===== src/sv/lpfp_pkg.sv =====
`timescale 1ns / 1ps
// ----------------------------------------------------------------------------
// lpfp_pkg
// types and fixed constants of the length prefixed frame parser
// ----------------------------------------------------------------------------
package lpfp_pkg;

   localparam int BYTE_W  = 8;
   localparam int IDX_W   = 6;
   localparam int RSP_W   = 32;

   localparam logic [BYTE_W-1:0] START_RESET = 8'h61;

   // parser and emitter phases
   typedef enum logic [2:0] {
      ST_IDLE,
      ST_LEN,
      ST_PAY,
      ST_SUM,
      ST_READ,
      ST_SEND
   } state_type;

endpackage


===== src/sv/lpfp_store.sv =====
`timescale 1ns / 1ps
// ----------------------------------------------------------------------------
// lpfp_store
// payload byte store, one write port and one registered read port
// ----------------------------------------------------------------------------
module lpfp_store #(
   parameter int DEPTH = 64,
   parameter int AW    = 6
) (
   input  logic                       clock,
   input  logic                       wr_en,
   input  logic [AW-1:0]              wr_addr,
   input  logic [lpfp_pkg::BYTE_W-1:0] wr_data,
   input  logic                       rd_en,
   input  logic [AW-1:0]              rd_addr,
   output logic [lpfp_pkg::BYTE_W-1:0] rd_data
);
   import lpfp_pkg::*;

   logic [BYTE_W-1:0] mem [DEPTH];
   logic [BYTE_W-1:0] rd_data_ff;

   always_ff @(posedge clock) begin
      if (wr_en) begin
         mem[wr_addr] <= wr_data;
      end
   end

   // read data held until the next read
   always_ff @(posedge clock) begin
      if (rd_en) begin
         rd_data_ff <= mem[rd_addr];
      end
   end

   assign rd_data = rd_data_ff;

endmodule


===== src/sv/length_prefixed_frame_parser.sv =====
`timescale 1ns / 1ps
// ----------------------------------------------------------------------------
// length_prefixed_frame_parser
// byte-serial frame parser: start byte, length, payload, additive checksum;
// good frames are replayed from the payload store as a run of result words
// ----------------------------------------------------------------------------
//
//  channel  dir  handshake              payload
//  req      in   req_tvalid/req_tready  rx_byte
//  rsp      out  rsp_tvalid/rsp_tready  msg_id, data_byte, byte_index,
//                                       data_count; last on rsp_tlast
//  csr      in   csr_wr_en              start_byte
//
//  every input word is taken as soon as it is valid while a frame is parsed
//  a good checksum starts a run of max(1, data_count) result words; each
//  is read from the payload store, whose read port is registered, and is
//  then presented, and held for as long as rsp stalls
//  req_tready stays low for the whole run; a stalled result word holds
//  reset is synchronous, active high, and returns the parser to idle
//  with start_byte 'a'; the payload store needs no clearing pass
//
module length_prefixed_frame_parser #(
   parameter int BUF_BYTES = 64
) (
   input  logic                        clock,
   input  logic                        reset,
   // input byte stream
   input  logic                        req_tvalid,
   output logic                        req_tready,
   input  logic [7:0]                  req_tdata,   // [7:0] rx_byte
   // result stream
   output logic                        rsp_tvalid,
   input  logic                        rsp_tready,
   output logic [lpfp_pkg::RSP_W-1:0]  rsp_tdata,   // [7:0] msg_id, [15:8] data_byte,
                                                    // [21:16] byte_index,
                                                    // [27:22] data_count, [31:28] zero
   output logic                        rsp_tlast,   // last word of the frame's run
   // start byte register
   input  logic                        csr_wr_en,
   input  logic [7:0]                  csr_wr_data
);
   import lpfp_pkg::*;

   // addresses and counts below BUF_BYTES
   localparam int AW = $clog2(BUF_BYTES);

   state_type         state_ff, state_in;
   logic [BYTE_W-1:0] start_ff, start_in;
   logic [AW-1:0]     len_ff, len_in;     // accepted frame length
   logic [AW-1:0]     cnt_ff, cnt_in;     // payload bytes stored so far
   logic [BYTE_W-1:0] sum_ff, sum_in;     // running checksum
   logic [BYTE_W-1:0] id_ff, id_in;       // message id, first payload byte
   logic [AW-1:0]     dcnt_ff, dcnt_in;   // data bytes after the id
   logic [AW-1:0]     k_ff, k_in;         // index of the word being emitted

   logic              req_acc;
   logic [AW:0]       cnt_next;
   logic              len_ok;
   logic              is_last;

   logic              mem_wr_en;
   logic              mem_rd_en;
   logic [AW-1:0]     mem_rd_addr;
   logic [BYTE_W-1:0] mem_rd_data;

   assign req_acc  = req_tvalid & req_tready;
   assign cnt_next = {1'b0, cnt_ff} + {{AW{1'b0}}, 1'b1};
   assign len_ok   = req_tdata < 8'(BUF_BYTES);
   assign is_last  = (dcnt_ff == '0) || (k_ff == dcnt_ff - {{(AW-1){1'b0}}, 1'b1});

   // ---------------------------------------------------------------- next state
   always_comb begin
      state_in = state_ff;
      case (state_ff)
         ST_IDLE: begin
            if (req_acc && req_tdata == start_ff) state_in = ST_LEN;
         end
         ST_LEN: begin
            if (req_acc) state_in = len_ok ? ST_PAY : ST_IDLE;
         end
         ST_PAY: begin
            // a zero length still takes the id byte
            if (req_acc && cnt_next >= {1'b0, len_ff}) state_in = ST_SUM;
         end
         ST_SUM: begin
            if (req_acc) state_in = (req_tdata == sum_ff) ? ST_READ : ST_IDLE;
         end
         ST_READ: begin
            state_in = ST_SEND;
         end
         ST_SEND: begin
            if (rsp_tready) state_in = is_last ? ST_IDLE : ST_READ;
         end
         default: begin
            state_in = ST_IDLE;
         end
      endcase
   end

   // ---------------------------------------------------------------- datapath
   always_comb begin
      start_in = csr_wr_en ? csr_wr_data : start_ff;
      len_in   = len_ff;
      cnt_in   = cnt_ff;
      sum_in   = sum_ff;
      id_in    = id_ff;
      dcnt_in  = dcnt_ff;
      k_in     = k_ff;
      case (state_ff)
         ST_IDLE: begin
            if (req_acc && req_tdata == start_ff) begin
               sum_in = req_tdata;
               cnt_in = '0;
            end
         end
         ST_LEN: begin
            if (req_acc && len_ok) begin
               len_in = req_tdata[AW-1:0];
               sum_in = sum_ff + req_tdata;
            end
         end
         ST_PAY: begin
            if (req_acc) begin
               cnt_in = cnt_next[AW-1:0];
               sum_in = sum_ff + req_tdata;
               if (cnt_ff == '0) id_in = req_tdata;
            end
         end
         ST_SUM: begin
            // at least the id is stored here
            dcnt_in = cnt_ff - {{(AW-1){1'b0}}, 1'b1};
            k_in    = '0;
         end
         ST_SEND: begin
            if (rsp_tready && !is_last) k_in = k_ff + {{(AW-1){1'b0}}, 1'b1};
         end
         default: begin
         end
      endcase
   end

   always_ff @(posedge clock) begin
      if (reset) begin
         state_ff <= ST_IDLE;
         start_ff <= START_RESET;
      end else begin
         state_ff <= state_in;
         start_ff <= start_in;
      end
   end

   always_ff @(posedge clock) begin
      len_ff  <= len_in;
      cnt_ff  <= cnt_in;
      sum_ff  <= sum_in;
      id_ff   <= id_in;
      dcnt_ff <= dcnt_in;
      k_ff    <= k_in;
   end

   // ---------------------------------------------------------------- outputs
   always_comb begin
      req_tready = 1'b0;
      rsp_tvalid = 1'b0;
      mem_rd_en  = 1'b0;
      case (state_ff)
         ST_IDLE, ST_LEN, ST_PAY, ST_SUM: begin
            req_tready = 1'b1;
         end
         ST_READ: begin
            mem_rd_en = 1'b1;
         end
         ST_SEND: begin
            rsp_tvalid = 1'b1;
         end
         default: begin
         end
      endcase
   end

   assign mem_wr_en   = req_acc && (state_ff == ST_PAY);
   // data bytes sit after the id at address 0
   assign mem_rd_addr = k_ff + {{(AW-1){1'b0}}, 1'b1};

   lpfp_store #(
      .DEPTH (BUF_BYTES),
      .AW    (AW)
   ) u_store (
      .clock   (clock),
      .wr_en   (mem_wr_en),
      .wr_addr (cnt_ff),
      .wr_data (req_tdata),
      .rd_en   (mem_rd_en),
      .rd_addr (mem_rd_addr),
      .rd_data (mem_rd_data)
   );

   // an id-only frame reports a zero data byte
   assign rsp_tdata = {4'b0000,
                       IDX_W'(dcnt_ff),
                       IDX_W'(k_ff),
                       (dcnt_ff == '0) ? {BYTE_W{1'b0}} : mem_rd_data,
                       id_ff};
   assign rsp_tlast = is_last;

endmodule


===== config.mk =====
export PLATFORM = sky130hd
export DESIGN_NAME = length_prefixed_frame_parser
export DESIGN_NICKNAME = d
export VERILOG_FILES = /design/src/sv/lpfp_pkg.sv /design/src/sv/lpfp_store.sv /design/src/sv/length_prefixed_frame_parser.sv
export SDC_FILE = /design/constraint.sdc
export NUM_CORES = 1
export LEC_CHECK = 0
export ABC_CLOCK_PERIOD_IN_PS = 3100
export BUFFER_PORTS_ARGS = -buffer_cell sky130_fd_sc_hd__buf_4
export CAP_MARGIN = 20
export CORE_MARGIN = 1
export CORE_UTILIZATION = 43
export DETAILED_ROUTE_END_ITERATION = 10
export SYNTH_ARGS = -nofsm -noshare
export SYNTH_HDL_FRONTEND = slang
export SYNTH_SLANG_ARGS = --single-unit

===== constraint.sdc =====
create_clock -name clock -period 3.1 [get_ports clock]
set_clock_uncertainty 0.05 [all_clocks]
set_input_delay 0.31 -clock clock [delete_from_list [all_inputs] [get_ports clock]]
set_output_delay 0.31 -clock clock [all_outputs]
set_load 0.05 [all_outputs]

==> results.md <==
Logic synthesis:
- The number of instances in the synthesized netlist is 1190.
- The sequential element share of the synthesized area is 74.0%.
- In this run, synthesis inferred 560 flip-flops with an integrated enable.
- The flip-flop and latch count after synthesis is 571.
- The fraction of synthesis flops using an asynchronous set or reset pin is 0%.
- The prevailing post-synth register cell is sky130_fd_sc_hd__edfxtp_1.
- The mapped netlist covers 0.0230 sq mm.
- Yosys printed 0 warnings.
- Averaged over all synthesized cells, the footprint is 19.3 sq um.
- After synthesis, the netlist uses 53 different library cells.

Clock tree:
- The number of clock sinks seen by CTS is 571.
- The insertion delay to the later sink of the worst-skew pair is 620 ps.
- The count of H-tree levels built during CTS is 2.
- The tree is rooted in a sky130_fd_sc_hd__clkbuf_16.
- The TritonCTS clock tree is done.
- Buffers inserted during clock tree synthesis total 58.
- Clock-pin slew was measured on the worst setup and hold paths at 60 ps.
- No sink is reached through more buffers than the 3 on the longest clock path.

Route:
- The final antenna-violating net count is 0.
- The via count of the routed design is 11849.
- The number of DRC markers after the initial detailed-route iteration is 1069.
- The overall routed net length is 55.8 mm.
- The DRC violation count after routing is 8.
- In the routed layout, each cell is associated on average with a via count of 5.60.
- Dividing the detail-routed wire length by the instance count gives 26.4 microns.
- The first-pass detailed-route iteration total is 11.

Worst hold path:
- The worst min-delay path category is in -> reg.
- The path with the worst hold slack has its endpoint at state_ff[2]$_SDFFE_PP0P_.
- In this run the most critical hold path is launched from rsp_tready.
- The worst hold path stage count is 3.

STA:
- Static timing analysis puts the maximum clock frequency at 0.333 GHz.
- The hold violation total from the final report came to 0.
- The worst hold margin is 42.6 ps.
- The number of pins with negative max-slew slack in the final report came to 0.
- Setup violations remaining at the end of the flow were counted as 0.
- Setup repair after global routing left no endpoint under its margin.
- The final period utilization is 96.9%.
- The routed design could run at a clock period as short as 3010 ps.
- The slew at the pin closest to its max-slew limit is 849 ps.
- Measured against its own limit, the worst slew margin works out to 43.0%.

Worst setup path:
- STA classifies the critical path endpoint as a register.
- The endpoint identified for the worst register-to-register timing path is u_store.rd_data[5]$_DFFE_PN_.
- In this run the critical register-to-register path is launched from k_ff[1]$_SDFFCE_PN0P_.
- The worst-case register-to-register setup slack is 90 ps.
- The critical path class is reg -> reg.
- The worst reg2reg path depth is 7.
- STA classifies the critical path startpoint as a register.
- In this run the worst path has a maximum fanout of 23.
- For the worst setup path, the data required time is 3370 ps.
- The arrival time reported for the critical path endpoint is 3280 ps.

Cells and area:
- The total inserted antenna cells is 0.
- The finished layout holds 2117 standard cells, fillers aside.
- The layout cell share with drive strength beyond 1 is 28.6%.
- In the layout the commonest cells are sky130_fd_sc_hd__edfxtp_1 (560), sky130_fd_sc_hd__buf_4 (153), sky130_fd_sc_hd__mux4_2 (148).
- The library cell used most frequently in the layout, excluding fill and tap cells, is sky130_fd_sc_hd__edfxtp_1.
- After filler insertion, the fill cell instance count of the layout stands at 4253.
- The layout overhead on the synthesized area is 17.8%.
- With fillers left out, the area of the finished cells amounts to 0.0271 sq mm.
- For this run, the post-layout net count is 1424.

Power:
- The maximum ir drop on the vdd rail is 0.418 mV.
- The cell internal power dissipation is 12.5 mW.
- The fraction of power consumed by the clock network is 43.8%.
- Dividing total power by cell area gives a power density of 574 mW/mm^2.
- Net switching is 19.5% of the power.
- The leakage power is 8.82 nW.
- Of the total power, combinational logic draws 1.7%.
- In this run, flip-flops and latches consume 54.5% of the power.
- The net switching power is 3.04 mW.

Global route:
- The first global-routing pass estimated 80.2 mm of wire.
- In the global route stage, overall resource usage came out at 20.8%.
- The via count of the first global-routing pass is 11913.
- The pin count of the biggest net entering global routing is 68.
- The number of antenna violations at the first check in global routing is 0.
- The total grt overflow is 0.

Outcome:
- The checks that failed: design-rule violations.
- The flow ran to the end, but the final reports show violations.

Job:
- Across the run, the number of max-cap violations was 0.

Floorplanning:
- From left edge to right edge, the die measures 233 microns.
- The total area inside the core boundary comes to 0.0528 sq mm.
- Measured along the y axis, the die boundary spans 233 microns.
- The area enclosed by the die boundary is 0.0545 sq mm.
- The number of top-level pins is 56.
- Once the floorplan was initialized, standard cells occupied 43.6% of the core.
- In this run the core area contains 84 standard-cell rows.

Placement:
- Once placement finished, the instance area stood at 0.0249 sq mm.
- Counting tap cells, the placed design contains a total of 1981 instances.
- Summed over all nets, the half-perimeter wirelength after detailed placement is 33.9 mm.
- The final weighted congestion in routability-driven placement is 0.853.
- During placement, the flow inserted port buffers numbering 51.
==> power by group through the flow <==
stage | Sequential (mW) | Combinational (mW) | Clock, mW
final | 8.48 | 0.263 | 6.82
after global routing | 8.47 | 0.286 | 7.23
after CTS | 8.48 | 0.264 | 6.95
after detailed placement | 8.64 | 0.235 | 0
after global placement | 8.64 | 0.226 | 0
after floorplan | 8.64 | 0.0669 | 0
==> repair_timing <==
action                                  in CTS  in global routing
endpoints found under the setup margin       2                  2
hold buffers                                25                  0
pin swaps                                    0                  0
resized for setup                            3                  2
setup buffers                                0                  3
hold endpoints to repair                    18                  0
cloned                                       0                  2
==> cells by family (layout without fill, tap and decap cells) <==
| logic type | after synthesis | after routing | synth area share, % |
|---|---|---|---|
| DFF | 571 | 571 | 74.0 |
| and+or+nand+nor | 263 | 263 | 5.14 |
| buffers and inverters | 81 | 317 | 1.66 |
| other | 1 | 4 | 0.0163 |
| adders and majority gates | 20 | 20 | 1.12 |
| muxes | 156 | 156 | 14.8 |
| xor gates and xnor gates | 37 | 37 | 1.41 |
| AOI/OAI and AO/OA | 61 | 61 | 1.83 |
==> synthesized netlist by cell type, drive strengths merged, types with 2 or more instances <==
| cell type | instances | area (sq um) |
|---|---|---|
| inv | 21 | 78.8 |
| a211oi | 2 | 15.0 |
| dfxtp | 11 | 220 |
| nor2b | 10 | 62.6 |
| nor3b | 3 | 22.5 |
| o31ai | 2 | 15.0 |
| nand3 | 29 | 145 |
| and3 | 3 | 18.8 |
| nand4 | 5 | 31.3 |
| mux2i | 7 | 70.1 |
| and2 | 12 | 75.1 |
| nand2b | 2 | 12.5 |
| xor2 | 22 | 193 |
| a211o | 3 | 26.3 |
| ha | 19 | 238 |
| a221oi | 2 | 17.5 |
| mux4 | 148 | 3330 |
| a21oi | 5 | 25.0 |
| a31oi | 5 | 31.3 |
| or3b | 2 | 17.5 |
| buf | 32 | 199 |
| or2 | 2 | 12.5 |
| o21a | 2 | 15.0 |
| nor3 | 10 | 50.1 |
| o211ai | 7 | 52.6 |
| nor4 | 3 | 18.8 |
| edfxtp | 560 | 16800 |
| xnor2 | 15 | 131 |
| nor2 | 95 | 357 |
| clkbuf | 28 | 105 |
| nand2 | 78 | 293 |
| a21o | 2 | 15.0 |
| a22oi | 8 | 60.1 |
| nand3b | 5 | 37.5 |
| o21ai | 14 | 70.1 |
| or3 | 3 | 18.8 |
==> through the flow <==
| stage | setup TNS [ps] | power [mW] | util [%] | setup slack, ps |
|---|---|---|---|---|
| after global placement | -34.3 | 8.86 | 47.3 | -18.3 |
| final | 0 | 15.6 | 51.4 | 94.7 |
| after detailed placement | -54.1 | 8.87 | 47.3 | -34.6 |
| after global routing | 0 | 16.0 | 51.4 | 19.5 |
| after CTS | 0 | 15.7 | 51.3 | 25.7 |
| after floorplan | 0 | 8.71 | - | 186 |
==> final cells by class <==
| type | instances | area (sq um) | share of cell area, % |
|---|---|---|---|
| clock buffers | 70 | 1560 | 5.75 |
| multi-input cells | 541 | 5660 | 20.9 |
| inverters | 21 | 78.8 | 0.291 |
| well taps | 688 | 861 | 3.17 |
| repair buffers | 190 | 1630 | 6.01 |
| flip-flops and latches | 571 | 17000 | 62.8 |
| clock inverters | 36 | 302 | 1.11 |
==> metal layers <==
layer | vias up | global-route usage, % | share of wire [%]
met3 | 76 | 4.49 | 6.8
met5 | - | 0 | 0
met1 | 6250 | 28.9 | 42
met4 | 0 | 5.22 | 2.0
met2 | 362 | 33.6 | 49
li1 | 5161 | - | -
==> worst max-delay path, cell delays in order (launching register included) <==
cell                       delay [ps]
sky130_fd_sc_hd__edfxtp_1         520
sky130_fd_sc_hd__ha_4             430
sky130_fd_sc_hd__buf_12           200
sky130_fd_sc_hd__buf_12           200
sky130_fd_sc_hd__mux4_2           330
sky130_fd_sc_hd__mux4_2           490
sky130_fd_sc_hd__a22oi_2          340
sky130_fd_sc_hd__o21ai_0          140
==> state kept, by name, indices dropped and copies added (netlist names) <==
register	count
len_ff	6
k_ff	6
state_ff	3
u_store.mem	512
start_ff	8
sum_ff	8
u_store.rd_data	8
dcnt_ff	6
cnt_ff	6
id_ff	8
==> worst max path at each step <==
stage	cells past startpoint	endpoint	startpoint
floorplan	7	u_store.rd_data[0]$_DFFE_PN_	k_ff[1]$_SDFFCE_PN0P_
global placement	7	u_store.rd_data[3]$_DFFE_PN_	k_ff[0]$_SDFFCE_PN0P_
finish	7	u_store.rd_data[5]$_DFFE_PN_	k_ff[1]$_SDFFCE_PN0P_
CTS	7	u_store.rd_data[7]$_DFFE_PN_	k_ff[0]$_SDFFCE_PN0P_
detailed placement	5	u_store.rd_data[5]$_DFFE_PN_	k_ff[0]$_SDFFCE_PN0P_
global route	7	u_store.rd_data[5]$_DFFE_PN_	k_ff[1]$_SDFFCE_PN0P_
No activity file was read; power rests on OpenSTA's default activity.
